[config.mk]
export PLATFORM = sky130hd
export DESIGN_NAME = fvs_scale
export DESIGN_NICKNAME = d
export VERILOG_FILES = /design/src/rtl/fvs_pkg.sv /design/src/rtl/fvs_scale.sv
export SDC_FILE = /design/constraint.sdc
export NUM_CORES = 2
export LEC_CHECK = 0
export BUFFER_PORTS_ARGS = -buffer_cell sky130_fd_sc_hd__buf_2
export CORE_AREA = 2 2 405 206
export CTS_CLUSTER_DIAMETER = 150
export DETAILED_ROUTE_END_ITERATION = 6
export DIE_AREA = 0 0 407 208
export PLACE_DENSITY = 0.79
export SETUP_SLACK_MARGIN = 0.4
export SYNTH_ARGS = -nofsm -noshare
export SYNTH_HDL_FRONTEND = slang
export SYNTH_SLANG_ARGS = --single-unit
export TNS_END_PERCENT = 10
[constraint.sdc]
create_clock -name i_clk -period 17.15 [get_ports i_clk]
set_clock_uncertainty 0.15 [all_clocks]
set_input_delay 0 -clock i_clk [delete_from_list [all_inputs] [get_ports i_clk]]
set_output_delay 0 -clock i_clk [all_outputs]
set_load 0.005 [all_outputs]
[src/rtl/fvs_pkg.sv]
// Shared types, constants and the sine table of the four-voice sine synthesiser and mixer.
// The sine table is worked out at elaboration from a fixed-point Taylor series.
// No dependencies; every other file of the block refers to this package.
package fvs_pkg;

    localparam int NUM_VOICES = 4;
    localparam int V_LEAD = 0;
    localparam int V_BASS = 1;
    localparam int V_KICK = 2;
    localparam int V_SNARE = 3;

    localparam int AMP_W = 15;
    localparam int SHIFT_W = 4;
    localparam int HZ_W = 12;
    localparam int PHASE_W = 32;
    localparam int SAMPLE_W = 16;
    localparam int CFG_INDEX_W = 3;

    localparam int SAMPLE_RATE_DEFAULT = 32000;
    localparam int KICK_HZ = 60;
    localparam int SNARE_HZ = 220;

    localparam logic [NUM_VOICES-1:0][AMP_W-1:0] BASE_AMP_RESET =
        {15'd14000, 15'd18000, 15'd13000, 15'd11000};
    localparam logic [NUM_VOICES-1:0][SHIFT_W-1:0] DECAY_SHIFT_RESET =
        {4'd7, 4'd8, 4'd11, 4'd12};

    localparam logic [31:0] NOISE_SEED = 32'h0000_ACE1;
    localparam logic [16:0] NOISE_OFFSET = 17'd16384;

    typedef enum logic [CFG_INDEX_W-1:0] {
        REG_LEAD_AMP    = 3'd0,
        REG_BASS_AMP    = 3'd1,
        REG_KICK_AMP    = 3'd2,
        REG_SNARE_AMP   = 3'd3,
        REG_LEAD_SHIFT  = 3'd4,
        REG_BASS_SHIFT  = 3'd5,
        REG_KICK_SHIFT  = 3'd6,
        REG_SNARE_SHIFT = 3'd7
    } t_cfg_index;

    // Sine table: entry n is 8000 * sin(2*pi*n/depth), rounded towards zero.
    localparam int SINE_TABLE_DEPTH = 256;
    localparam int SINE_ADDR_W = $clog2(SINE_TABLE_DEPTH);
    localparam logic [63:0] ROM_PEAK = 64'd8000;
    localparam logic [63:0] HALF_PI_Q31 = 64'd3373259426;
    localparam int TAYLOR_TERMS = 12;
    localparam logic [TAYLOR_TERMS-1:0][63:0] TAYLOR_DIV = {
        64'd600, 64'd506, 64'd420, 64'd342, 64'd272, 64'd210,
        64'd156, 64'd110, 64'd72, 64'd42, 64'd20, 64'd6
    };

    typedef logic [SINE_TABLE_DEPTH-1:0][SAMPLE_W-1:0] t_sine_rom;

    function automatic t_sine_rom build_sine_rom();
        t_sine_rom rom;
        logic [63:0] d;
        logic [63:0] u;
        logic [63:0] x;
        logic [63:0] t;
        logic signed [63:0] sum;
        logic [63:0] mag;
        logic neg;
        d = 64'(SINE_TABLE_DEPTH);
        for (int n = 0; n < SINE_TABLE_DEPTH; n++) begin
            u = 64'(n) << 2;
            neg = 1'b0;
            if (u >= 2 * d) begin
                neg = 1'b1;
                u = u - 2 * d;
            end
            if (u > d) begin
                u = 2 * d - u;
            end
            if (u == 64'd0) begin
                mag = 64'd0;
            end else if (u == d) begin
                mag = ROM_PEAK;
            end else begin
                x = HALF_PI_Q31 * u / SINE_TABLE_DEPTH;
                t = x;
                sum = signed'(x);
                for (int k = 1; k <= TAYLOR_TERMS; k++) begin
                    t = (t * x) >> 31;
                    t = (t * x) >> 31;
                    t = t / TAYLOR_DIV[k-1];
                    if ((k % 2) == 1) begin
                        sum = sum - signed'(t);
                    end else begin
                        sum = sum + signed'(t);
                    end
                end
                if (sum < 0) begin
                    sum = 64'sd0;
                end
                mag = (unsigned'(sum) * ROM_PEAK) >> 31;
            end
            rom[n] = neg ? SAMPLE_W'(-mag) : SAMPLE_W'(mag);
        end
        return rom;
    endfunction

    localparam t_sine_rom SINE_ROM = build_sine_rom();

    typedef struct packed {
        logic [NUM_VOICES-1:0] trig;
        logic [NUM_VOICES-1:0][PHASE_W-1:0] step;
    } t_trig;

    typedef struct packed {
        logic [NUM_VOICES-1:0][SAMPLE_W-1:0] sample;
        logic [NUM_VOICES-1:0][AMP_W-1:0] amp;
        logic [16:0] noise;
    } t_voice_out;

    typedef struct packed {
        logic [SAMPLE_W-1:0] lead;
        logic [SAMPLE_W-1:0] bass;
        logic [SAMPLE_W-1:0] kick;
        logic [SAMPLE_W+1:0] snare;
    } t_voice_prod;

endpackage

[src/rtl/fvs_scale.sv]
// Amplitude scaling: each sine sample times its envelope, plus the snare noise term.
// One registered stage of small signed multipliers: one per voice and one for the noise.
// Depends on fvs_pkg.
module fvs_scale (
    input  logic                 i_clk,
    input  logic                 i_en,
    input  fvs_pkg::t_voice_out  i_voice,
    output fvs_pkg::t_voice_prod o_prod
);

    logic signed [31:0] prod [fvs_pkg::NUM_VOICES];
    logic signed [15:0] term [fvs_pkg::NUM_VOICES];
    logic signed [32:0] noise_prod;
    logic signed [16:0] noise_term;
    fvs_pkg::t_voice_prod n_prod;
    fvs_pkg::t_voice_prod r_prod;

    always_comb begin
        for (int v = 0; v < fvs_pkg::NUM_VOICES; v++) begin
            prod[v] = 32'(signed'(i_voice.sample[v]))
                    * 32'(signed'({1'b0, i_voice.amp[v]}));
            term[v] = 16'(prod[v] >>> 15);
        end
        noise_prod = 33'(signed'(i_voice.noise))
                   * 33'(signed'({1'b0, i_voice.amp[fvs_pkg::V_SNARE]}));
        noise_term = 17'(noise_prod >>> 16);
        n_prod.lead = term[fvs_pkg::V_LEAD];
        n_prod.bass = term[fvs_pkg::V_BASS];
        n_prod.kick = term[fvs_pkg::V_KICK];
        n_prod.snare = {{2{term[fvs_pkg::V_SNARE][15]}}, term[fvs_pkg::V_SNARE]}
                     + {noise_term[16], noise_term};
    end

    always_ff @(posedge i_clk) begin
        if (i_en) begin
            r_prod <= n_prod;
        end
    end

    assign o_prod = r_prod;

endmodule

* Word-level counts from Yosys, hierarchy flattened
Cells that the tools add are included.
Word-level totals: logic and storage cells 10, bits of input ports 143, register bits after elaboration 66, output and inout port bits 66
Operators by class: $add $sub $neg 1, $mul 5
Operator list (number):
- multiplier 16 x 16 -> 31 bit | 4
- multiplier 17 x 16 -> 33 bit | 1
- adder 16 x 17 -> 18 bit | 1

* Logic depth before layout (Yosys ltp)
depth in word-level cells 2, mapped depth 33, gate-level depth less buffers 32

* Worst setup path after synthesis
OpenSTA, ideal clock, no wires.
kind input -> register, start point input port i_voice[63] (netlist bit), end point register r_prod, in the netlist o_prod[14], data pin, data required time 16.742 ns, library setup time 0.258 ns, arrival 6.884 ns, path buffers 1, cell stages on the path 30, slack 9.858 ns, cells stage by stage clkbuf_1 -> nand2_1 -> fa_1 -> fa_1 -> fa_1 -> fa_1 -> inv_1 -> fa_1 -> inv_1 -> fa_1 -> inv_1 -> ha_1 -> a2111o_1 -> a2111o_1 -> a21o_1 -> nand2_1 -> nor2_1 -> nor2_1 -> xnor2_1 -> ha_1 -> fa_1 -> a21o_1 -> a21o_1 -> a21oi_1 -> o21ai_1 -> a211oi_1 -> nor2_1 -> a21o_1 -> a21oi_1 -> xnor2_1
RTL lines:
- from (decl) | line fvs_scale.sv:7 | input fvs_pkg::t_voice_out i_voice,
- to (signal assigned) | line fvs_scale.sv:36 | r_prod <= n_prod;
- to (decl) | line fvs_scale.sv:16 | fvs_pkg::t_voice_prod r_prod;

==> impl.org <==
** Place
- Port buffering added 208 buffers.
- Detail Placement HPWL :: roughly 100 mm
- At the end of routability-driven placement, the weighted congestion stood at ~0.98.

** Worst setup path
- STA classifies the critical path endpoint as a flop.
- The critical path starts at i_voice[63].
- The worst setup path is launched from an input pin.
- At the worst endpoint, the arrival time is 8210 ps.
- Kind of critical path :: in -> reg
- STA puts the critical path data required time at 17150 ps.
- In this run the worst path has a maximum fanout of 31.
- Worst setup path endpoint :: o_prod[14]
- The slowest stage of the critical path belongs to the cell fa_1.
- In this design, the stage delay of the slowest critical-path cell is 610 ps.
- The most numerous cell type found on the critical path is fa_1.

** Layout
- The net count of the finished layout is 6808.
- Largest register FFs :: 66
- Ratio of cells with drive above 1 in the final layout :: 0.0481
- Counting the fill cells in the layout gives ~6700.
- Area Overhead vs Synth :: 4.58%

** Yosys
- Most numerous cell in the Yosys netlist :: inv_1
- Portion of the post-synthesis area used by sequential elements :: 0.0424
- Synthesis produced a netlist with a net count of 6752.
- The netlist uses 61 different library cells.
- In this run, synthesis inferred 66 flip-flops with an integrated enable.
- The share of synthesized area in the top cell type comes to 0.522.
- Post-synthesis instance area :: around 0.047 sq mm
- Number of storage elements in the synthesis netlist :: 66
- The Yosys step of the flow raised 0 warnings.
- Mean Syn Cell Area :: 9.37 sq um
- Counting every instance in the synthesized netlist gives roughly 5000.
- Leading post-synthesis cells by cell area :: fa_1 52%, inv_1 11%, ha_1 11%, and2_1 7.5%, nand2_1 5.4%
- Cell taking the most area after synthesis :: fa_1
- Top flip-flop cell by instance count after synthesis :: edfxtp_1
- Asr flop ratio synth :: 0
- Sorting the synthesized cells by how often they occur yields 1401 x inv_1, 1219 x fa_1, 678 x nand2_1.

** Clocking
- Deepest level of the CTS H-tree :: 3
- Total number of clock tree sinks :: 66
- Number of buffers on the longest clock path :: 2
- In this run the clock root is driven by a clkbuf_16.
- After clock tree synthesis, the flow added hold-fix buffers numbering 1.
- Reg clk slew, reported paths :: 80 ps
- The number of clock buffers added by TritonCTS is 9.
- # Post-CTS Setup Buffers :: 0
- TritonCTS clock tree :: built
- Gates resized, CTS repair :: 0

** Detailed routing
- DRC viols :: 0
- Post-DR vias/cell :: 5.35
- Routed wire length :: 122 mm
- 1st-pass router iterations :: 6
- The detail route stage leaves a number of antenna-violating nets equal to 0.
- Via total after detailed routing :: 32900
- The first routing iteration left 2809 violations.
- Dividing the detail-routed wire length by the instance count gives 19.8 microns.

** GRT
- After global routing the overflow that remains totals 0.
- The via count of the first global-routing pass was 36100.
- The number of antenna violations at the first check in global routing came to 4.
- In the global route stage, overall resource usage came out at 0.306.
- Maximum number of pins on one net before global-route repair :: 60
- The first global-routing pass estimated 199 mm of wire.

** Floorplanning
- Effective utilization at floorplan :: 0.577
- Count of boundary I/O pins :: 209
- Std-Cell Rows :: 74
- Die Area :: 0.0847 sq mm
- Die extent in x :: 407 microns
- Vertical die dimension :: 208 microns
- The floorplan step defined a core boundary enclosing 0.0810 sq mm.

** STA
- Ratio of final minimum period to clock period :: 0.479
- Measured against its own limit, the worst slew margin works out to 0.289.
- Counting I/O delays and the setup requirement, the final critical path takes 8210 ps.
- Setup repair after global routing missed its margin :: no
- Transition time at the pin with the least slew margin :: 1070 ps
- The final number of hold-violating endpoints came to 0.
- Upper clock frequency limit :: 122 MHz
- Setup violations remaining at the end of the flow were counted as 0.
- Final sum of negative setup slack :: 0 ps
- The number of max-slew violations in the final report came to 0.

** Status
- Run status :: finished clean

** Worst hold path
- Hold/Removal Path Class :: in -> reg
- The worst hold path was traced through 2 stages.

** Run
- Number of maximum-capacitance constraint violations :: 0
==> layer usage <==
| layer | up-vias | routed length, microns | track usage |
|---|---|---|---|
| met2 | 1861 | 48200 | 0.413 |
| met1 | 16500 | 53200 | 0.461 |
| li1 | 14400 | - | - |
| met4 | 2 | 1550 | 0.0447 |
| met5 | - | 69 | 0 |
| met3 | 115 | 19000 | 0.136 |
==> cells in the final DEF, fill, tap and decap left out, types with 12 or more instances in the layout <==
cell type / count
a21o_1: 34
ha_1: 402
xor2_1: 34
fa_1: 1219
and2_1: 562
nor2_1: 50
a21oi_1: 60
inv_1: 1401
nand3_1: 22
o21ai_1: 14
o21ai_0: 20
nand4_1: 12
edfxtp_1: 66
nor3_1: 23
nand2_1: 678
xnor2_1: 106
buf_2: 207
==> critical path: cells and delay by family <==
kind | cells | cell delay, ps
adders and majority gates | 9 | 4180
AOI/OAI and AO/OA | 10 | 2390
buffers and inverters | 4 | 660
and+or+nand+nor | 5 | 610
xor gates and xnor gates | 2 | 360
==> worst min path at each step <==
| stage | startpoint | end |
|---|---|---|
| 6_report | i_en | o_prod[48] |
| 4_1_cts | i_en | o_prod[47] |
| 2_1_floorplan | i_en | o_prod[0] |
| 5_1_grt | i_en | o_prod[48] |
| 3_5_place_dp | i_en | o_prod[47] |
| 3_3_place_gp | i_en | o_prod[48] |
==> cell type report <==
| type | count | area, sq um | area share |
|---|---|---|---|
| Multi-Input combinational cell | 3349 | 38800 | 0.795 |
| Inverter | 1401 | 5260 | 0.108 |
| Sequential cell | 66 | 1980 | 0.0406 |
| Tap cell | 1102 | 1380 | 0.0282 |
| Timing Repair Buffer | 217 | 1110 | 0.0228 |
| Clock buffer | 10 | 229 | 0.00469 |
| Clock inverter | 6 | 57.6 | 0.00118 |
| Antenna cell | 2 | 5.00 | 0.000102 |
==> per-stage QoR <==
step | instances | hold WS [ps] | cell area (sq um) | worst slack [ps] | util
final | 6153 | 296 | 48900 | 8940 | 0.603
after global routing | 6152 | 298 | 48900 | 8690 | 0.603
after CTS | 6151 | 289 | 48900 | 9240 | 0.603
after detailed placement | 6134 | 187 | 48600 | 8820 | 0.599
after global placement | 6134 | 166 | 48600 | 8870 | 0.599
after floorplan | 4988 | -37.5 | 46700 | 9860 | -
==> kinds of logic (layout without fill, tap and decap cells) <==
kind of cell	after synthesis	count (layout)	share of synthesized area
other	0	2	0
buffers and inverters	1573	1634	0.126
muxes	1	1	0.000214
xor gates and xnor gates	140	140	0.0262
and+or+nand+nor	1381	1381	0.145
DFF	66	66	0.0424
adders and majority gates	1621	1621	0.630
AOI/OAI and AO/OA	206	206	0.0298
Power is left out: the tool's default activity adds up to more than one toggle a clock period on the data nets, which glitch-free logic cannot reach.
