$ cat config.mk
export PLATFORM = sky130hd
export DESIGN_NAME = fvs_mix
export DESIGN_NICKNAME = d
export VERILOG_FILES = /design/src/rtl/fvs_pkg.sv /design/src/rtl/fvs_mix.sv
export SDC_FILE = /design/constraint.sdc
export NUM_CORES = 1
export LEC_CHECK = 0
export BUFFER_PORTS_ARGS = -buffer_cell sky130_fd_sc_hd__buf_2
export CORE_MARGIN = 8
export CORE_UTILIZATION = 50
export CTS_CLUSTER_SIZE = 28
export DETAILED_ROUTE_END_ITERATION = 16
export PLACE_DENSITY_LB_ADDON = 0.25
export SLEW_MARGIN = 20
export SYNTH_ARGS = -nofsm -noshare
export SYNTH_HDL_FRONTEND = slang
export SYNTH_SLANG_ARGS = --single-unit
$ cat constraint.sdc
create_clock -name i_clk -period 4.9 [get_ports i_clk]
set_clock_uncertainty 0.2 [all_clocks]
set_input_delay 0.49 -clock i_clk [delete_from_list [all_inputs] [get_ports i_clk]]
set_output_delay 0.49 -clock i_clk [all_outputs]
set_load 0.05 [all_outputs]
$ cat src/rtl/fvs_pkg.sv
// Shared types, constants and the sine table of the four-voice sine synthesiser and mixer.
// The sine table is worked out at elaboration from a fixed-point Taylor series.
// No dependencies; every other file of the block refers to this package.
package fvs_pkg;

    localparam int NUM_VOICES = 4;
    localparam int V_LEAD = 0;
    localparam int V_BASS = 1;
    localparam int V_KICK = 2;
    localparam int V_SNARE = 3;

    localparam int AMP_W = 15;
    localparam int SHIFT_W = 4;
    localparam int HZ_W = 12;
    localparam int PHASE_W = 32;
    localparam int SAMPLE_W = 16;
    localparam int CFG_INDEX_W = 3;

    localparam int SAMPLE_RATE_DEFAULT = 32000;
    localparam int KICK_HZ = 60;
    localparam int SNARE_HZ = 220;

    localparam logic [NUM_VOICES-1:0][AMP_W-1:0] BASE_AMP_RESET =
        {15'd14000, 15'd18000, 15'd13000, 15'd11000};
    localparam logic [NUM_VOICES-1:0][SHIFT_W-1:0] DECAY_SHIFT_RESET =
        {4'd7, 4'd8, 4'd11, 4'd12};

    localparam logic [31:0] NOISE_SEED = 32'h0000_ACE1;
    localparam logic [16:0] NOISE_OFFSET = 17'd16384;

    typedef enum logic [CFG_INDEX_W-1:0] {
        REG_LEAD_AMP    = 3'd0,
        REG_BASS_AMP    = 3'd1,
        REG_KICK_AMP    = 3'd2,
        REG_SNARE_AMP   = 3'd3,
        REG_LEAD_SHIFT  = 3'd4,
        REG_BASS_SHIFT  = 3'd5,
        REG_KICK_SHIFT  = 3'd6,
        REG_SNARE_SHIFT = 3'd7
    } t_cfg_index;

    // Sine table: entry n is 8000 * sin(2*pi*n/depth), rounded towards zero.
    localparam int SINE_TABLE_DEPTH = 256;
    localparam int SINE_ADDR_W = $clog2(SINE_TABLE_DEPTH);
    localparam logic [63:0] ROM_PEAK = 64'd8000;
    localparam logic [63:0] HALF_PI_Q31 = 64'd3373259426;
    localparam int TAYLOR_TERMS = 12;
    localparam logic [TAYLOR_TERMS-1:0][63:0] TAYLOR_DIV = {
        64'd600, 64'd506, 64'd420, 64'd342, 64'd272, 64'd210,
        64'd156, 64'd110, 64'd72, 64'd42, 64'd20, 64'd6
    };

    typedef logic [SINE_TABLE_DEPTH-1:0][SAMPLE_W-1:0] t_sine_rom;

    function automatic t_sine_rom build_sine_rom();
        t_sine_rom rom;
        logic [63:0] d;
        logic [63:0] u;
        logic [63:0] x;
        logic [63:0] t;
        logic signed [63:0] sum;
        logic [63:0] mag;
        logic neg;
        d = 64'(SINE_TABLE_DEPTH);
        for (int n = 0; n < SINE_TABLE_DEPTH; n++) begin
            u = 64'(n) << 2;
            neg = 1'b0;
            if (u >= 2 * d) begin
                neg = 1'b1;
                u = u - 2 * d;
            end
            if (u > d) begin
                u = 2 * d - u;
            end
            if (u == 64'd0) begin
                mag = 64'd0;
            end else if (u == d) begin
                mag = ROM_PEAK;
            end else begin
                x = HALF_PI_Q31 * u / SINE_TABLE_DEPTH;
                t = x;
                sum = signed'(x);
                for (int k = 1; k <= TAYLOR_TERMS; k++) begin
                    t = (t * x) >> 31;
                    t = (t * x) >> 31;
                    t = t / TAYLOR_DIV[k-1];
                    if ((k % 2) == 1) begin
                        sum = sum - signed'(t);
                    end else begin
                        sum = sum + signed'(t);
                    end
                end
                if (sum < 0) begin
                    sum = 64'sd0;
                end
                mag = (unsigned'(sum) * ROM_PEAK) >> 31;
            end
            rom[n] = neg ? SAMPLE_W'(-mag) : SAMPLE_W'(mag);
        end
        return rom;
    endfunction

    localparam t_sine_rom SINE_ROM = build_sine_rom();

    typedef struct packed {
        logic [NUM_VOICES-1:0] trig;
        logic [NUM_VOICES-1:0][PHASE_W-1:0] step;
    } t_trig;

    typedef struct packed {
        logic [NUM_VOICES-1:0][SAMPLE_W-1:0] sample;
        logic [NUM_VOICES-1:0][AMP_W-1:0] amp;
        logic [16:0] noise;
    } t_voice_out;

    typedef struct packed {
        logic [SAMPLE_W-1:0] lead;
        logic [SAMPLE_W-1:0] bass;
        logic [SAMPLE_W-1:0] kick;
        logic [SAMPLE_W+1:0] snare;
    } t_voice_prod;

endpackage

$ cat src/rtl/fvs_mix.sv
// Stereo mixer: pans the four voices, saturates each channel to 16 bits and
// holds the result in the output register. Depends on fvs_pkg.
module fvs_mix (
    input  logic                 i_clk,
    input  logic                 i_en,
    input  fvs_pkg::t_voice_prod i_prod,
    output logic signed [15:0]   o_left_sample,
    output logic signed [15:0]   o_right_sample
);

    logic signed [19:0] lead_x;
    logic signed [19:0] bass_x;
    logic signed [19:0] kick_x;
    logic signed [19:0] snare_x;
    logic signed [19:0] left_sum;
    logic signed [19:0] right_sum;
    logic signed [15:0] n_left;
    logic signed [15:0] n_right;
    logic signed [15:0] r_left;
    logic signed [15:0] r_right;

    always_comb begin
        lead_x  = {{4{i_prod.lead[15]}}, i_prod.lead};
        bass_x  = {{4{i_prod.bass[15]}}, i_prod.bass};
        kick_x  = {{4{i_prod.kick[15]}}, i_prod.kick};
        snare_x = {{2{i_prod.snare[17]}}, i_prod.snare};
        left_sum  = bass_x + kick_x + snare_x + (lead_x >>> 1);
        right_sum = bass_x + kick_x + (snare_x >>> 1) + lead_x;
        priority if (left_sum > 20'sd32767) begin
            n_left = 16'sh7FFF;
        end else if (left_sum < -20'sd32768) begin
            n_left = 16'sh8000;
        end else begin
            n_left = left_sum[15:0];
        end
        priority if (right_sum > 20'sd32767) begin
            n_right = 16'sh7FFF;
        end else if (right_sum < -20'sd32768) begin
            n_right = 16'sh8000;
        end else begin
            n_right = right_sum[15:0];
        end
    end

    always_ff @(posedge i_clk) begin
        if (i_en) begin
            r_left  <= n_left;
            r_right <= n_right;
        end
    end

    assign o_left_sample  = r_left;
    assign o_right_sample = r_right;

endmodule

* Word level (Yosys, flattened, before mapping)
Index checks and enable logic that the tools add are counted.
** Storage, ports and cells
- Bits in registers :: 32
- Latch bits :: 0
- RAM bits :: 0
- Bits in read-only memories :: 0
- Bits of input ports :: 68
- Output and inout port bits :: 32
- Logic and storage cells :: 13
- Memories kept :: 0
** Operators by class
- Add/subtract/negate cells :: 5
- Multiply operators :: 0
- Divide/modulo/power cells :: 0
- Order comparisons :: 4
- Eq/ne operators :: 0
- Shift operators :: 0
- Muxes and demuxes :: 2
- Bitwise gates (word level) :: 0
- Reduce and logical (&&, ||, !) cells :: 0
** Operator list (number)
- two-way mux 16 bit :: 2
- adder 19 x 15 -> 20 bit :: 1
- > comparator 20 x 16 -> 1 bit (second input constant) :: 1
- < comparator 20 x 16 -> 1 bit (second input constant) :: 1
- adder 17 x 18 -> 19 bit :: 1
- adder 18 x 16 -> 19 bit :: 1
- > comparator 19 x 16 -> 1 bit (second input constant) :: 1
- < comparator 19 x 16 -> 1 bit (second input constant) :: 1
- adder 17 x 17 -> 18 bit :: 1
- adder 16 x 16 -> 17 bit :: 1

* Logic depth before layout (Yosys ltp)
- Depth after elaboration :: 5
- Mapped depth :: 23
- Gate-level depth less buffers :: 21

* Worst setup path before layout
No wires, ideal clock.
- Path kind :: input port to flip-flop
- Start point :: input i_prod[18] (netlist name)
- End point :: register r_left[10], in the netlist o_left_sample[10], data pin
- Setup time :: 0.152 ns
- Data arrival time :: 4.917 ns
- Required time :: 4.548 ns
- Setup slack :: -0.369 ns
- Stages on the path :: 21
- Cell sequence :: ha_1 > fa_1 > a21o_1 > a21oi_1 > o21ai_0 > and2_1 > o211a_1 > o21a_1 > nor2_1 > xnor2_1 > fa_1 > ha_1 > nand2_1 > o21ai_0 > a21oi_1 > a211oi_1 > mux2i_1 > o211ai_1 > o41a_1 > buf_2 > o21ai_0
** On the way
- Cells in the longest elaborated chain, start to end :: 5
- Elaborated cells on any way between the ends :: 6
- Classes of those cells :: 3 x add/sub; 2 x order compare; 1 x mux
** RTL lines
- start, declared :: RTL line fvs_mix.sv:6 : input fvs_pkg::t_voice_prod i_prod,
- adder 16 x 16 -> 17 bit (*) :: RTL line fvs_mix.sv:27 : left_sum = bass_x + kick_x + snare_x + (lead_x >>> 1);
- adder 17 x 18 -> 19 bit (*) :: RTL line fvs_mix.sv:27
- adder 19 x 15 -> 20 bit (*) :: RTL line fvs_mix.sv:27
- < comparator 20 x 16 -> 1 bit :: RTL line fvs_mix.sv:31 : end else if (left_sum < -20'sd32768) begin
- two-way mux 16 bit :: RTL line fvs_mix.sv:31
- end signal, assigned :: RTL line fvs_mix.sv:47 : r_left <= n_left;
- end, declared :: RTL line fvs_mix.sv:19 : logic signed [15:0] r_left;
Mark *: on every way between the ends. The rest lies on a longest branch, timed or not.
A chain may end at the register's enable or synchronous reset.

* Worst setup path in the final report
- Start point :: input i_prod[19] (netlist name)
- End point :: register r_left[5], in the netlist o_left_sample[5], data pin
The elaborated chain is that of the path after synthesis.

==> summary.txt <==
Internal -> 0.00198 W
CP endpoint kind -> flop
hpwl dp -> 9.66 mm
Syn-to-layout area delta -> 46.5%
CP Max Fanout -> 8
CTS clk-pin slew, worst paths -> 0.07 ns
minimum clock period -> 5.04 ns
RSZ-0062 raised after global routing -> true
vias per inst -> 5.39
Yosys cell types -> 50
wire per inst -> 16.1 um
CP max-delay cell -> fa_1
Initial Util -> 51.4%
max frequency -> 199 MHz
buffers plus inverters on the worst setup path -> 3
first-pass GRT wire length -> 19.1 mm
Slew HR -> 50.9%
final cell count without fillers -> 741
vias -> 3994
critical path depth in cells -> 20
DRC Markers -> 0
Leak -> 2.93 nW
cts-stage hold buffer count -> 0
drt first pass iters -> 6
met2 WL -> 6.29 mm
number of synthesized flops with an enable pin -> 32
Switch Pwr -> 0.00183 W
Max Cap Violations -> 0
vias in the first global route -> 4243
met1 wire length -> 5.00 mm
final number of max-transition violations -> 0
crit path to -> o_left_sample[5]
Synth area leaders -> edfxtp_1 (23%), fa_1 (18%), ha_1 (15%)
worst setup margin -> -0.137 ns
placed instance area -> 5640 um2
Worst EP arrival -> 4.88 ns
routability cong. -> 0.896
DRT Wirelength -> 12.0 mm
worst vdd ir -> 0.471 mV
Root Buffer -> clkbuf_8
Switching Fraction -> 48.1%
Setup crit start -> i_prod[19]
post-synthesis area per instance -> 10.0 um2
Starting DRT DRC Count -> 101
critical setup path kind -> input port to flop
Worst-Margin Slew -> 0.736 ns
top-count cell post-synth -> ha_1
Yosys Warn Count -> 0
Max Used Layer -> met4
Syn Nets -> 575
logic gate share of total power -> 78.9%
final-report hold violation count -> 0
Max stage delay on crit path -> 0.47 ns
routed wl met3 -> 485 um
IO Port Bufs -> 99
outcome -> finished, violations left
antenna violations before repair -> 0
final total negative setup slack -> -2.26 ns
layout cells sized above 1 -> 44.0%
dominant cell type by area after synthesis -> edfxtp_1
sequential fraction of the synthesis area -> 22.9%
post-synth top area share -> 22.9%
fin nets -> 790
PwrDens -> 620 nW/um2
CTS Sinks -> 32
number of buffers created by CTS -> 5
# diodes -> 0
Worst Path Required -> 4.74 ns
grt total ovfl -> 0
Final Instance Area -> 6150 um2
CTS tree -> built
final antenna-violating net count -> 0
Chip Height -> 108 um
Clk pwr share -> 7.0%
synthesized cell area -> 4200 um2
Synth top cells by count -> ha_1 (50), fa_1 (37), a21oi_1 (34)
setup violators final -> 30
cells after synthesis -> 420
Most common cell on crit path -> a21o_1
die footprint -> 11600 um2
Hold Crit Class -> input port to flop
H-tree depth -> 2
placed cell count -> 719
Worst setup SP type -> input port
CP delay by family, top -> compound AO/OA/AOI/OAI gates
share of synthesized flip-flops with an asynchronous set or reset -> 0%
Top FF cell, synth -> edfxtp_1
Rows -> 33
failing checks -> negative setup slack
CTS max path bufs -> 2
Tot GR Track Use -> 20.2%
Seq pwr share -> 14.1%
worst path cell trace -> buf_6 -> ha_1 -> a21o_1 -> a21o_1 -> a21oi_2 -> o21ai_2 -> a211o_1 -> a21o_1 -> a21oi_2 -> xnor2_2 -> fa_1 -> ha_1 -> a31oi_4 -> nand2_2 -> buf_4 -> o32ai_2 -> xor2_1 -> o41a_1 -> buf_6 -> o21ai_1
Yosys reg bits -> 32
I/O pins -> 100
largest net degree at the start of global routing -> 33
core area -> 8180 um2
Tcrit/Tclk final -> 103%
die extent in x -> 108 um
power by group through the flow:
stage / clock network [W] / logic, W / registers, W
floorplan: 0 / 0.00129 / 0.00103
global placement: 0 / 0.00263 / 0.000540
detailed placement: 0 / 0.00268 / 0.000544
CTS: 0.000271 / 0.00280 / 0.000538
global route: 0.000284 / 0.00324 / 0.000552
finish: 0.000267 / 0.00301 / 0.000538
tightest hold or removal path, stage by stage:
cell,delay (ns)
buf_2,0.09
fa_1,0.15
a21o_1,0.10
per-stage QoR:
stage / setup slack (ns) / hold WS (ns) / utilization [%] / power (W)
after floorplan: -0.0158 / 0.402 / - / 0.00233
after global placement: -0.594 / 0.746 / 69.0 / 0.00317
after detailed placement: -0.702 / 0.742 / 69.0 / 0.00322
after CTS: -0.136 / 0.435 / 72.3 / 0.00361
after global routing: -0.315 / 0.461 / 75.3 / 0.00408
final: -0.137 / 0.441 / 75.3 / 0.00381
final cells by class:
cell class                 instances  area [um2]
clock buffer                       5        68.8
clock inverter                     3        42.5
tap                              105         131
sequential                        32         961
multi-input combinational        352        3400
fill                             586        2020
timing repair buffer             214        1440
inverter                          30         113
per-layer routing:
metal / GRT usage (%) / vias up
li1: - / 1973
met1: 23.7 / 1905
met2: 36.9 / 99
met3: 3.35 / 17
met4: 5.45 / 0
met5: 0 / -
cell families (layout without fill, tap and decap cells):
kind of cell | after synthesis | in the layout | synth area share [%]
adder cells (fa/ha/maj) | 87 | 87 | 32.5
AND/OR/NAND/NOR | 66 | 66 | 7.21
AO/OA/AOI/OAI | 156 | 156 | 24.9
buffers and inverters | 36 | 252 | 3.49
multiplexers | 1 | 1 | 0.238
XOR/XNOR | 42 | 42 | 8.76
flip-flops | 32 | 32 | 22.9
cell usage in the layout, fill, tap and decap left out, types with 3 or more instances in the layout:
cell type,n
a211o_1,3
a211oi_1,6
a211oi_2,4
a21o_1,30
a21oi_1,26
a21oi_2,6
buf_2,96
buf_4,108
buf_6,7
clkbuf_8,5
edfxtp_1,32
fa_1,35
ha_1,46
ha_4,4
inv_1,29
nand2_1,19
nand2b_1,4
nand3_1,6
nor2_1,15
nor2b_1,3
nor3_1,4
nor3_2,3
o211ai_1,8
o21a_1,9
o21ai_0,12
o21ai_1,9
o21ai_2,14
o21bai_1,3
xnor2_1,19
xnor2_2,4
xor2_1,17
worst min-delay path by stage:
stage               start           endpoint  slack [ns]  cells past startpoint
2_1_floorplan        i_en   o_left_sample[0]        0.40                      0
3_3_place_gp   i_prod[50]  o_right_sample[0]        0.75                      3
3_5_place_dp   i_prod[50]  o_right_sample[0]        0.74                      3
4_1_cts        i_prod[50]  o_right_sample[0]        0.44                      3
5_1_grt        i_prod[50]  o_right_sample[0]        0.46                      3
6_report       i_prod[50]  o_right_sample[0]        0.44                      3
what timing repair did:
action / CTS / global route
setup endpoints to repair: 30 / 30
gates resized for setup: 32 / 39
gates cloned: 0 / 1
buffers inserted: 10 / 4
pin swaps: 31 / 15
sequential cells by signal (all words and copies together) (netlist names):
register,cells
o_left_sample,16
o_right_sample,16
Note: power is estimated with default switching activity, not from simulation.
