$ cat config.mk
export PLATFORM = sky130hd
export DESIGN_NAME = fvs_voice_bank
export DESIGN_NICKNAME = d
export VERILOG_FILES = /design/src/rtl/fvs_pkg.sv /design/src/rtl/fvs_voice_bank.sv
export SDC_FILE = /design/constraint.sdc
export NUM_CORES = 2
export LEC_CHECK = 0
export BUFFER_PORTS_ARGS = -buffer_cell sky130_fd_sc_hd__buf_2
export CORE_MARGIN = 1
export CORE_UTILIZATION = 55
export CTS_CLUSTER_SIZE = 16
export DETAILED_ROUTE_END_ITERATION = 10
export PLACE_DENSITY = 0.7
export SLEW_MARGIN = 15
export SYNTH_ARGS = -nofsm -noshare
export SYNTH_HDL_FRONTEND = slang
export SYNTH_SLANG_ARGS = --single-unit
export TNS_END_PERCENT = 50
$ cat constraint.sdc
create_clock -name i_clk -period 8.2 [get_ports i_clk]
set_input_delay 1.64 -clock i_clk [delete_from_list [all_inputs] [get_ports i_clk]]
set_output_delay 1.64 -clock i_clk [all_outputs]
set_load 0.01 [all_outputs]
$ cat src/rtl/fvs_pkg.sv
// Shared types, constants and the sine table of the four-voice sine synthesiser and mixer.
// The sine table is worked out at elaboration from a fixed-point Taylor series.
// No dependencies; every other file of the block refers to this package.
package fvs_pkg;

    localparam int NUM_VOICES = 4;
    localparam int V_LEAD = 0;
    localparam int V_BASS = 1;
    localparam int V_KICK = 2;
    localparam int V_SNARE = 3;

    localparam int AMP_W = 15;
    localparam int SHIFT_W = 4;
    localparam int HZ_W = 12;
    localparam int PHASE_W = 32;
    localparam int SAMPLE_W = 16;
    localparam int CFG_INDEX_W = 3;

    localparam int SAMPLE_RATE_DEFAULT = 32000;
    localparam int KICK_HZ = 60;
    localparam int SNARE_HZ = 220;

    localparam logic [NUM_VOICES-1:0][AMP_W-1:0] BASE_AMP_RESET =
        {15'd14000, 15'd18000, 15'd13000, 15'd11000};
    localparam logic [NUM_VOICES-1:0][SHIFT_W-1:0] DECAY_SHIFT_RESET =
        {4'd7, 4'd8, 4'd11, 4'd12};

    localparam logic [31:0] NOISE_SEED = 32'h0000_ACE1;
    localparam logic [16:0] NOISE_OFFSET = 17'd16384;

    typedef enum logic [CFG_INDEX_W-1:0] {
        REG_LEAD_AMP    = 3'd0,
        REG_BASS_AMP    = 3'd1,
        REG_KICK_AMP    = 3'd2,
        REG_SNARE_AMP   = 3'd3,
        REG_LEAD_SHIFT  = 3'd4,
        REG_BASS_SHIFT  = 3'd5,
        REG_KICK_SHIFT  = 3'd6,
        REG_SNARE_SHIFT = 3'd7
    } t_cfg_index;

    // Sine table: entry n is 8000 * sin(2*pi*n/depth), rounded towards zero.
    localparam int SINE_TABLE_DEPTH = 256;
    localparam int SINE_ADDR_W = $clog2(SINE_TABLE_DEPTH);
    localparam logic [63:0] ROM_PEAK = 64'd8000;
    localparam logic [63:0] HALF_PI_Q31 = 64'd3373259426;
    localparam int TAYLOR_TERMS = 12;
    localparam logic [TAYLOR_TERMS-1:0][63:0] TAYLOR_DIV = {
        64'd600, 64'd506, 64'd420, 64'd342, 64'd272, 64'd210,
        64'd156, 64'd110, 64'd72, 64'd42, 64'd20, 64'd6
    };

    typedef logic [SINE_TABLE_DEPTH-1:0][SAMPLE_W-1:0] t_sine_rom;

    function automatic t_sine_rom build_sine_rom();
        t_sine_rom rom;
        logic [63:0] d;
        logic [63:0] u;
        logic [63:0] x;
        logic [63:0] t;
        logic signed [63:0] sum;
        logic [63:0] mag;
        logic neg;
        d = 64'(SINE_TABLE_DEPTH);
        for (int n = 0; n < SINE_TABLE_DEPTH; n++) begin
            u = 64'(n) << 2;
            neg = 1'b0;
            if (u >= 2 * d) begin
                neg = 1'b1;
                u = u - 2 * d;
            end
            if (u > d) begin
                u = 2 * d - u;
            end
            if (u == 64'd0) begin
                mag = 64'd0;
            end else if (u == d) begin
                mag = ROM_PEAK;
            end else begin
                x = HALF_PI_Q31 * u / SINE_TABLE_DEPTH;
                t = x;
                sum = signed'(x);
                for (int k = 1; k <= TAYLOR_TERMS; k++) begin
                    t = (t * x) >> 31;
                    t = (t * x) >> 31;
                    t = t / TAYLOR_DIV[k-1];
                    if ((k % 2) == 1) begin
                        sum = sum - signed'(t);
                    end else begin
                        sum = sum + signed'(t);
                    end
                end
                if (sum < 0) begin
                    sum = 64'sd0;
                end
                mag = (unsigned'(sum) * ROM_PEAK) >> 31;
            end
            rom[n] = neg ? SAMPLE_W'(-mag) : SAMPLE_W'(mag);
        end
        return rom;
    endfunction

    localparam t_sine_rom SINE_ROM = build_sine_rom();

    typedef struct packed {
        logic [NUM_VOICES-1:0] trig;
        logic [NUM_VOICES-1:0][PHASE_W-1:0] step;
    } t_trig;

    typedef struct packed {
        logic [NUM_VOICES-1:0][SAMPLE_W-1:0] sample;
        logic [NUM_VOICES-1:0][AMP_W-1:0] amp;
        logic [16:0] noise;
    } t_voice_out;

    typedef struct packed {
        logic [SAMPLE_W-1:0] lead;
        logic [SAMPLE_W-1:0] bass;
        logic [SAMPLE_W-1:0] kick;
        logic [SAMPLE_W+1:0] snare;
    } t_voice_prod;

endpackage

$ cat src/rtl/fvs_voice_bank.sv
// Oscillator bank: phase accumulators, phase steps, decay envelopes and the noise LFSR.
// Reads the sine table with the top phase bits and registers samples and amplitudes.
// Depends on fvs_pkg.
module fvs_voice_bank (
    input  logic                                                  i_clk,
    input  logic                                                  i_rst_n,
    input  logic                                                  i_en,
    input  fvs_pkg::t_trig                                        i_trig,
    input  logic [fvs_pkg::NUM_VOICES-1:0][fvs_pkg::AMP_W-1:0]    i_base_amp,
    input  logic [fvs_pkg::NUM_VOICES-1:0][fvs_pkg::SHIFT_W-1:0]  i_decay_shift,
    output fvs_pkg::t_voice_out                                   o_voice
);

    logic [fvs_pkg::NUM_VOICES-1:0][fvs_pkg::PHASE_W-1:0] r_phase;
    logic [fvs_pkg::NUM_VOICES-1:0][fvs_pkg::PHASE_W-1:0] r_step;
    logic [fvs_pkg::NUM_VOICES-1:0][fvs_pkg::AMP_W-1:0]   r_amp;
    logic [31:0]                                          r_noise;
    fvs_pkg::t_voice_out                                  r_voice;

    logic [fvs_pkg::NUM_VOICES-1:0][fvs_pkg::PHASE_W-1:0] n_phase;
    logic [fvs_pkg::NUM_VOICES-1:0][fvs_pkg::PHASE_W-1:0] n_step;
    logic [fvs_pkg::NUM_VOICES-1:0][fvs_pkg::AMP_W-1:0]   n_amp;
    logic [31:0]                                          n_noise;
    fvs_pkg::t_voice_out                                  n_voice;
    logic [fvs_pkg::NUM_VOICES-1:0][fvs_pkg::AMP_W-1:0]   amp_eff;
    logic [fvs_pkg::NUM_VOICES-1:0][fvs_pkg::AMP_W-1:0]   decay;
    logic                                                 feedback;

    always_comb begin
        for (int v = 0; v < fvs_pkg::NUM_VOICES; v++) begin
            amp_eff[v] = i_trig.trig[v] ? i_base_amp[v] : r_amp[v];
            n_step[v] = i_trig.trig[v] ? i_trig.step[v] : r_step[v];
            n_phase[v] = r_phase[v] + n_step[v];
            decay[v] = i_base_amp[v] >> i_decay_shift[v];
            if (decay[v] == '0) begin
                decay[v] = fvs_pkg::AMP_W'(1);
            end
            n_amp[v] = (amp_eff[v] > decay[v]) ? amp_eff[v] - decay[v] : '0;
            n_voice.sample[v] = fvs_pkg::SINE_ROM[
                r_phase[v][fvs_pkg::PHASE_W-1 -: fvs_pkg::SINE_ADDR_W]];
            n_voice.amp[v] = amp_eff[v];
        end
        feedback = r_noise[0] ^ r_noise[1] ^ r_noise[21] ^ r_noise[31];
        n_noise = {feedback, r_noise[31:1]};
        n_voice.noise = {n_noise[15], n_noise[15:0]} - fvs_pkg::NOISE_OFFSET;
    end

    always_ff @(posedge i_clk) begin
        if (!i_rst_n) begin
            r_phase <= '0;
            r_step  <= '0;
            r_amp   <= '0;
            r_noise <= fvs_pkg::NOISE_SEED;
        end else if (i_en) begin
            r_phase <= n_phase;
            r_step  <= n_step;
            r_amp   <= n_amp;
            r_noise <= n_noise;
        end
    end

    always_ff @(posedge i_clk) begin
        if (i_en) begin
            r_voice <= n_voice;
        end
    end

    assign o_voice = r_voice;

endmodule

; ---- Yosys cells after proc, flatten, opt, wreduce, memory -nomap -nowiden
; Memories as Yosys holds them, arrays and structs flattened. A register that Yosys moved wholly into a read port is not among the register bits.
; Index checks and enable logic that the tools add are counted.
[classes]
magnitude_cmp = 4
reduce_logical = 4
shift = 4
mux = 16
bitwise_logic = 3
add_sub_neg = 9
[ops]
columns = operator, count
row1 = 15-bit two-way mux, 12
row2 = 32-bit adder, 4
row3 = 32-bit two-way mux, 4
row4 = 15-bit > comparator, 4
row5 = 15-bit zero test, 4
row6 = 15-bit by 4-bit right shift with 15-bit output, 4
row7 = 15-bit subtractor, 4
row8 = "16-bit by 16-bit subtractor with 17-bit output, second input constant", 1
row9 = 1-bit XOR, 3
[word_totals]
memories = 4
elab_cells = 62
input_bits = 211
romBits = 16384
ff_bits = 425
output_inout_bits = 141
[memory_table]
columns = memory, words, word_bits, read_ports, rd_clocked_by_memory_dff, wr, line_no
row1 = (name not given), 256, 16, 1, 1, 0, fvs_voice_bank.sv:39  ; n_voice.sample[v] = fvs_pkg::SINE_ROM[
row2 = (name not given), 256, 16, 1, 1, 0, fvs_voice_bank.sv:39
row3 = (name not given), 256, 16, 1, 1, 0, fvs_voice_bank.sv:39
row4 = (name not given), 256, 16, 1, 1, 0, fvs_voice_bank.sv:39

; ---- Longest topological paths before layout
[logic_depth]
word_depth = 5
mapped_depth = 24

; ---- Worst setup path after synthesis
; Ideal clock, no wire load.
[synth_timing]
path_type = input to register
start = input port i_decay_shift[9] (netlist name)
end = register r_amp[44] (netlist name)
setup_ns = 0.117
path_buffers = 2
cell_stages = 22
arrival_time_ns = 6.038
setup_slack_ns = 2.045
t_required_ns = 8.083
cell_sequence = buf_1 > clkbuf_1 > mux4_2 > nor2_1 > a21oi_1 > o21ai_0 > nand4_1 > or4_1 > o21ai_1 > ha_1 > inv_1 > fa_1 > a21o_1 > a21o_1 > a2111oi_0 > nor3_1 > nor2_1 > nand2_1 > a31o_1 > a21oi_1 > xor2_1 > o21ai_1
[synth_via]
elab_chain_cells = 5
[synth_rtl]
columns = element, line_no
row1 = start: declaration, fvs_voice_bank.sv:10  ; input logic [fvs_pkg::NUM_VOICES-1:0][fvs_pkg::SHIFT_W-1:0] i_decay_shift,
row2 = 15-bit by 4-bit right shift with 15-bit output *, fvs_voice_bank.sv:34  ; decay[v] = i_base_amp[v] >> i_decay_shift[v];
row3 = 15-bit zero test, fvs_voice_bank.sv:35  ; if (decay[v] == '0) begin
row4 = 15-bit two-way mux *, fvs_voice_bank.sv:35
row5 = 15-bit subtractor or 15-bit > comparator (tied branches), fvs_voice_bank.sv:38  ; n_amp[v] = (amp_eff[v] > decay[v]) ? amp_eff[v] - decay[v] : '0;
row6 = 15-bit two-way mux *, fvs_voice_bank.sv:38
row7 = end signal: assignment, fvs_voice_bank.sv:57  ; r_amp <= n_amp;
row8 = end: declaration, fvs_voice_bank.sv:16  ; logic [fvs_pkg::NUM_VOICES-1:0][fvs_pkg::AMP_W-1:0] r_amp;
; Every way passes the cells marked *; elsewhere a longest branch is shown, timed or not.
; A chain may end at the register's enable or synchronous reset.

; ---- Final worst setup path
; Same ends and word-level chain as after synthesis.

==> out/results.ini <==
[timing]
fin_crit_sh=0.737
rsz0062_at_grt=false
tns_ps=0
max_freq_mhz=165
final_max_slew_viol_count=0
min_period_ps=6040
worst_slack_ps=2160
final-setup-viol-count=0
finClkSkew_ps=28.4
tightest_slew_ps=1130
finalHoldViolations=0
relSlewSlack=0.243

[min_path]
holdCritStartpoint=r_phase[55]
min_path_cells=2
hold-path-endpoint=r_phase[55]
holdCritPathClass=flip-flop to flip-flop

[clocking]
clkTransAtPathRegs_ps=60
cts.sinks=481
numCtsBuffers=57
cts_max_path_buffers=3
cts_tree=done
postCtsSetupBuffers=0
clk_root_buffer_cell=clkbuf_16
clk_latency_ps=650
htree_num_levels=2
ctsResizeCount=0
hold_buffers=0

[floorplan]
initial_utilization=0.555
die_w_microns=287
fp.dieH_microns=287
ioPinCount=352
fp-row-count=104
die_area_sq_um=82400
coreArea_sq_um=80400

[synthesis]
async_flop_share=0
ys_seq_area_frac=0.245
synth_cells=5933
yosys_warnings=0
ys_types=85
synth-seq-cells=481
synth_edf_count=133
syn-cell-area_sq_um=44700
synth_top_area_share=0.156
yosysTopAreaCell=dfxtp_1
synthTopCellsByArea=dfxtp_1, edfxtp_1, ha_1, a21oi_1, nand2_1
synth_ff_type=dfxtp_1
syn_nets=6421
avgSynthCellArea_sq_um=7.53

[global_routing]
grt_pass1_wl_mm=236
antenna_found_initial=35
grt_max_degree=128
overflow=0
grt_pass1_vias=42280
grt_util_all_layers=0.352

[worst_setup_path]
critPathTopFamily=compound AO/OA/AOI/OAI gates
endpoint_kind=flip-flop
path_cells=buf_2, mux2_2, o21ai_1, a21oi_1, o21ai_0, nand4_1, or4_1, o21ai_1, ha_1, inv_1, fa_1, a21o_1, a21o_1, a2111oi_0, nor3_1, nor2_1, nand2_1, a31o_1, a21oi_1, xor2_1, o21ai_1
max_stage_delay_ps=590
cp_slowest_cell=a2111oi_0
reg2regPathDepth=11
worst_path_most_repeated_cell=o21ai_1
worstReg2RegEnd=o_voice[83]
cp_num_buf_inv=2
critPathMaxFanout=21
critical_path.startpoint_type=primary input
r2r_setup_slack_ps=3950
r2r-start=r_phase[24]
crit_required_ps=8720
critPathKind=primary input to flip-flop
crit_arrival_ps=6570

[pwr]
ir_drop_mv=0.196
leakage_nw=19.6
power_density_nw_per_um2=219

[layout]
layout.nets=6400
area_delta_synth_final_pct=8.50
fill_cells=7611
drive_gt1_frac=0.135

[route]
wl_per_cell_microns=21.7
drc=0
wl_mm=152
drtAntennaViolNets=0
via_per_inst=6.57
drt_iter0_drc=5821
vias=46208
firstDrtPassIters=8

[placed_design]
place_congestion=0.999
dp_hpwl_mm=105
pre_cts_ws_ps=1610
port_buffers=351

[job]
maxCapViolations=0

[outcome]
status=finished clean

-- cells in the final DEF (no fill, tap or decap), types with 94 or more instances in the layout --
| master | n |
|---|---|
| buf_2 | 349 |
| nand3_1 | 108 |
| a21oi_1 | 566 |
| mux2_2 | 191 |
| nor3b_1 | 128 |
| xnor2_1 | 109 |
| ha_1 | 269 |
| edfxtp_1 | 133 |
| a31oi_1 | 94 |
| nand2_1 | 655 |
| dfxtp_1 | 332 |
| a211oi_1 | 117 |
| mux2i_1 | 155 |
| inv_1 | 96 |
| nor2_1 | 645 |
| a21o_1 | 96 |
| nor2b_1 | 193 |
| nor3_1 | 99 |
| o21ai_0 | 414 |
-- flip-flops by register name (all words and copies together), names as in the netlist --
name,cells
o_voice,133
r_amp,60
r_noise,32
r_phase,128
r_step,128
-- cells by family after synthesis --
group | count (synthesis) | share of synthesized area
muxes | 380 | 0.0993
AOI/OAI and AO/OA | 1958 | 0.277
DFF | 481 | 0.245
and+or+nand+nor | 2071 | 0.216
adders and majority gates | 277 | 0.0789
xor gates and xnor gates | 158 | 0.0310
buffers and inverters | 608 | 0.0518
-- synth_stat cells (97+ instances only) --
| master | instances |
|---|---|
| nand2_1 | 656 |
| nor2_1 | 645 |
| a21oi_1 | 566 |
| o21ai_0 | 414 |
| clkbuf_1 | 401 |
| dfxtp_1 | 348 |
| ha_1 | 269 |
| nor2b_1 | 194 |
| mux2_2 | 191 |
| mux2i_1 | 155 |
| edfxtp_1 | 133 |
| nor3b_1 | 128 |
| a211oi_1 | 117 |
| xnor2_1 | 109 |
| nand3_1 | 108 |
| nor3_1 | 99 |
| inv_1 | 97 |
-- routing by layer --
metal	global-route usage	vias up	share of wire
met5	0	-	0.0019
met1	0.486	21338	0.42
li1	-	21667	-
met4	0.157	42	0.046
met2	0.520	2640	0.42
met3	0.0820	521	0.12
-- tightest hold or removal path, cell delays in order (launching register included) --
cell and delay, ps:
dfxtp_1 320, nand2_1 50, o21ai_1 50
-- final cells by class --
type	instances	area [sq um]	share of cell area
Tap cell	1060	1330	0.0274
Clock buffer	78	1730	0.0358
Sequential cell	481	11000	0.227
Timing Repair Buffer	417	2280	0.0471
Multi-Input combinational cell	4844	31400	0.648
Clock inverter	30	263	0.00542
Antenna cell	12	30.0	0.000620
Inverter	111	424	0.00875
-- stage by stage --
| stage | total power (W) | area (sq um) | hold slack (ps) | std cells | utilization |
|---|---|---|---|---|---|
| global route | 0.0112 | 48400 | 473 | 7021 | 0.602 |
| finish | 0.0106 | 48500 | 454 | 7033 | 0.603 |
| CTS | 0.0105 | 48400 | 452 | 7021 | 0.602 |
| detailed placement | 0.00780 | 46400 | 443 | 6913 | 0.577 |
| floorplan | 0.00650 | 44700 | 416 | 5933 | - |
| global placement | 0.00778 | 46400 | 438 | 6913 | 0.577 |
-- worst max path at each step --
stage                           startpoint        end  cells past startpoint
after floorplan           i_decay_shift[9]  r_amp[44]                     22
after global placement    i_decay_shift[9]  r_amp[44]                     21
after detailed placement  i_decay_shift[9]  r_amp[44]                     21
after CTS                 i_decay_shift[9]  r_amp[44]                     21
after global routing      i_decay_shift[9]  r_amp[44]                     21
final                     i_decay_shift[9]  r_amp[44]                     21
-- where the power goes --
part           total (W)  switching (W)  internal [W]
Combinational    0.00494        0.00313       0.00181
Sequential       0.00299       0.000212       0.00278
Clock            0.00269        0.00111       0.00158
(Power assumes the default switching activity.)
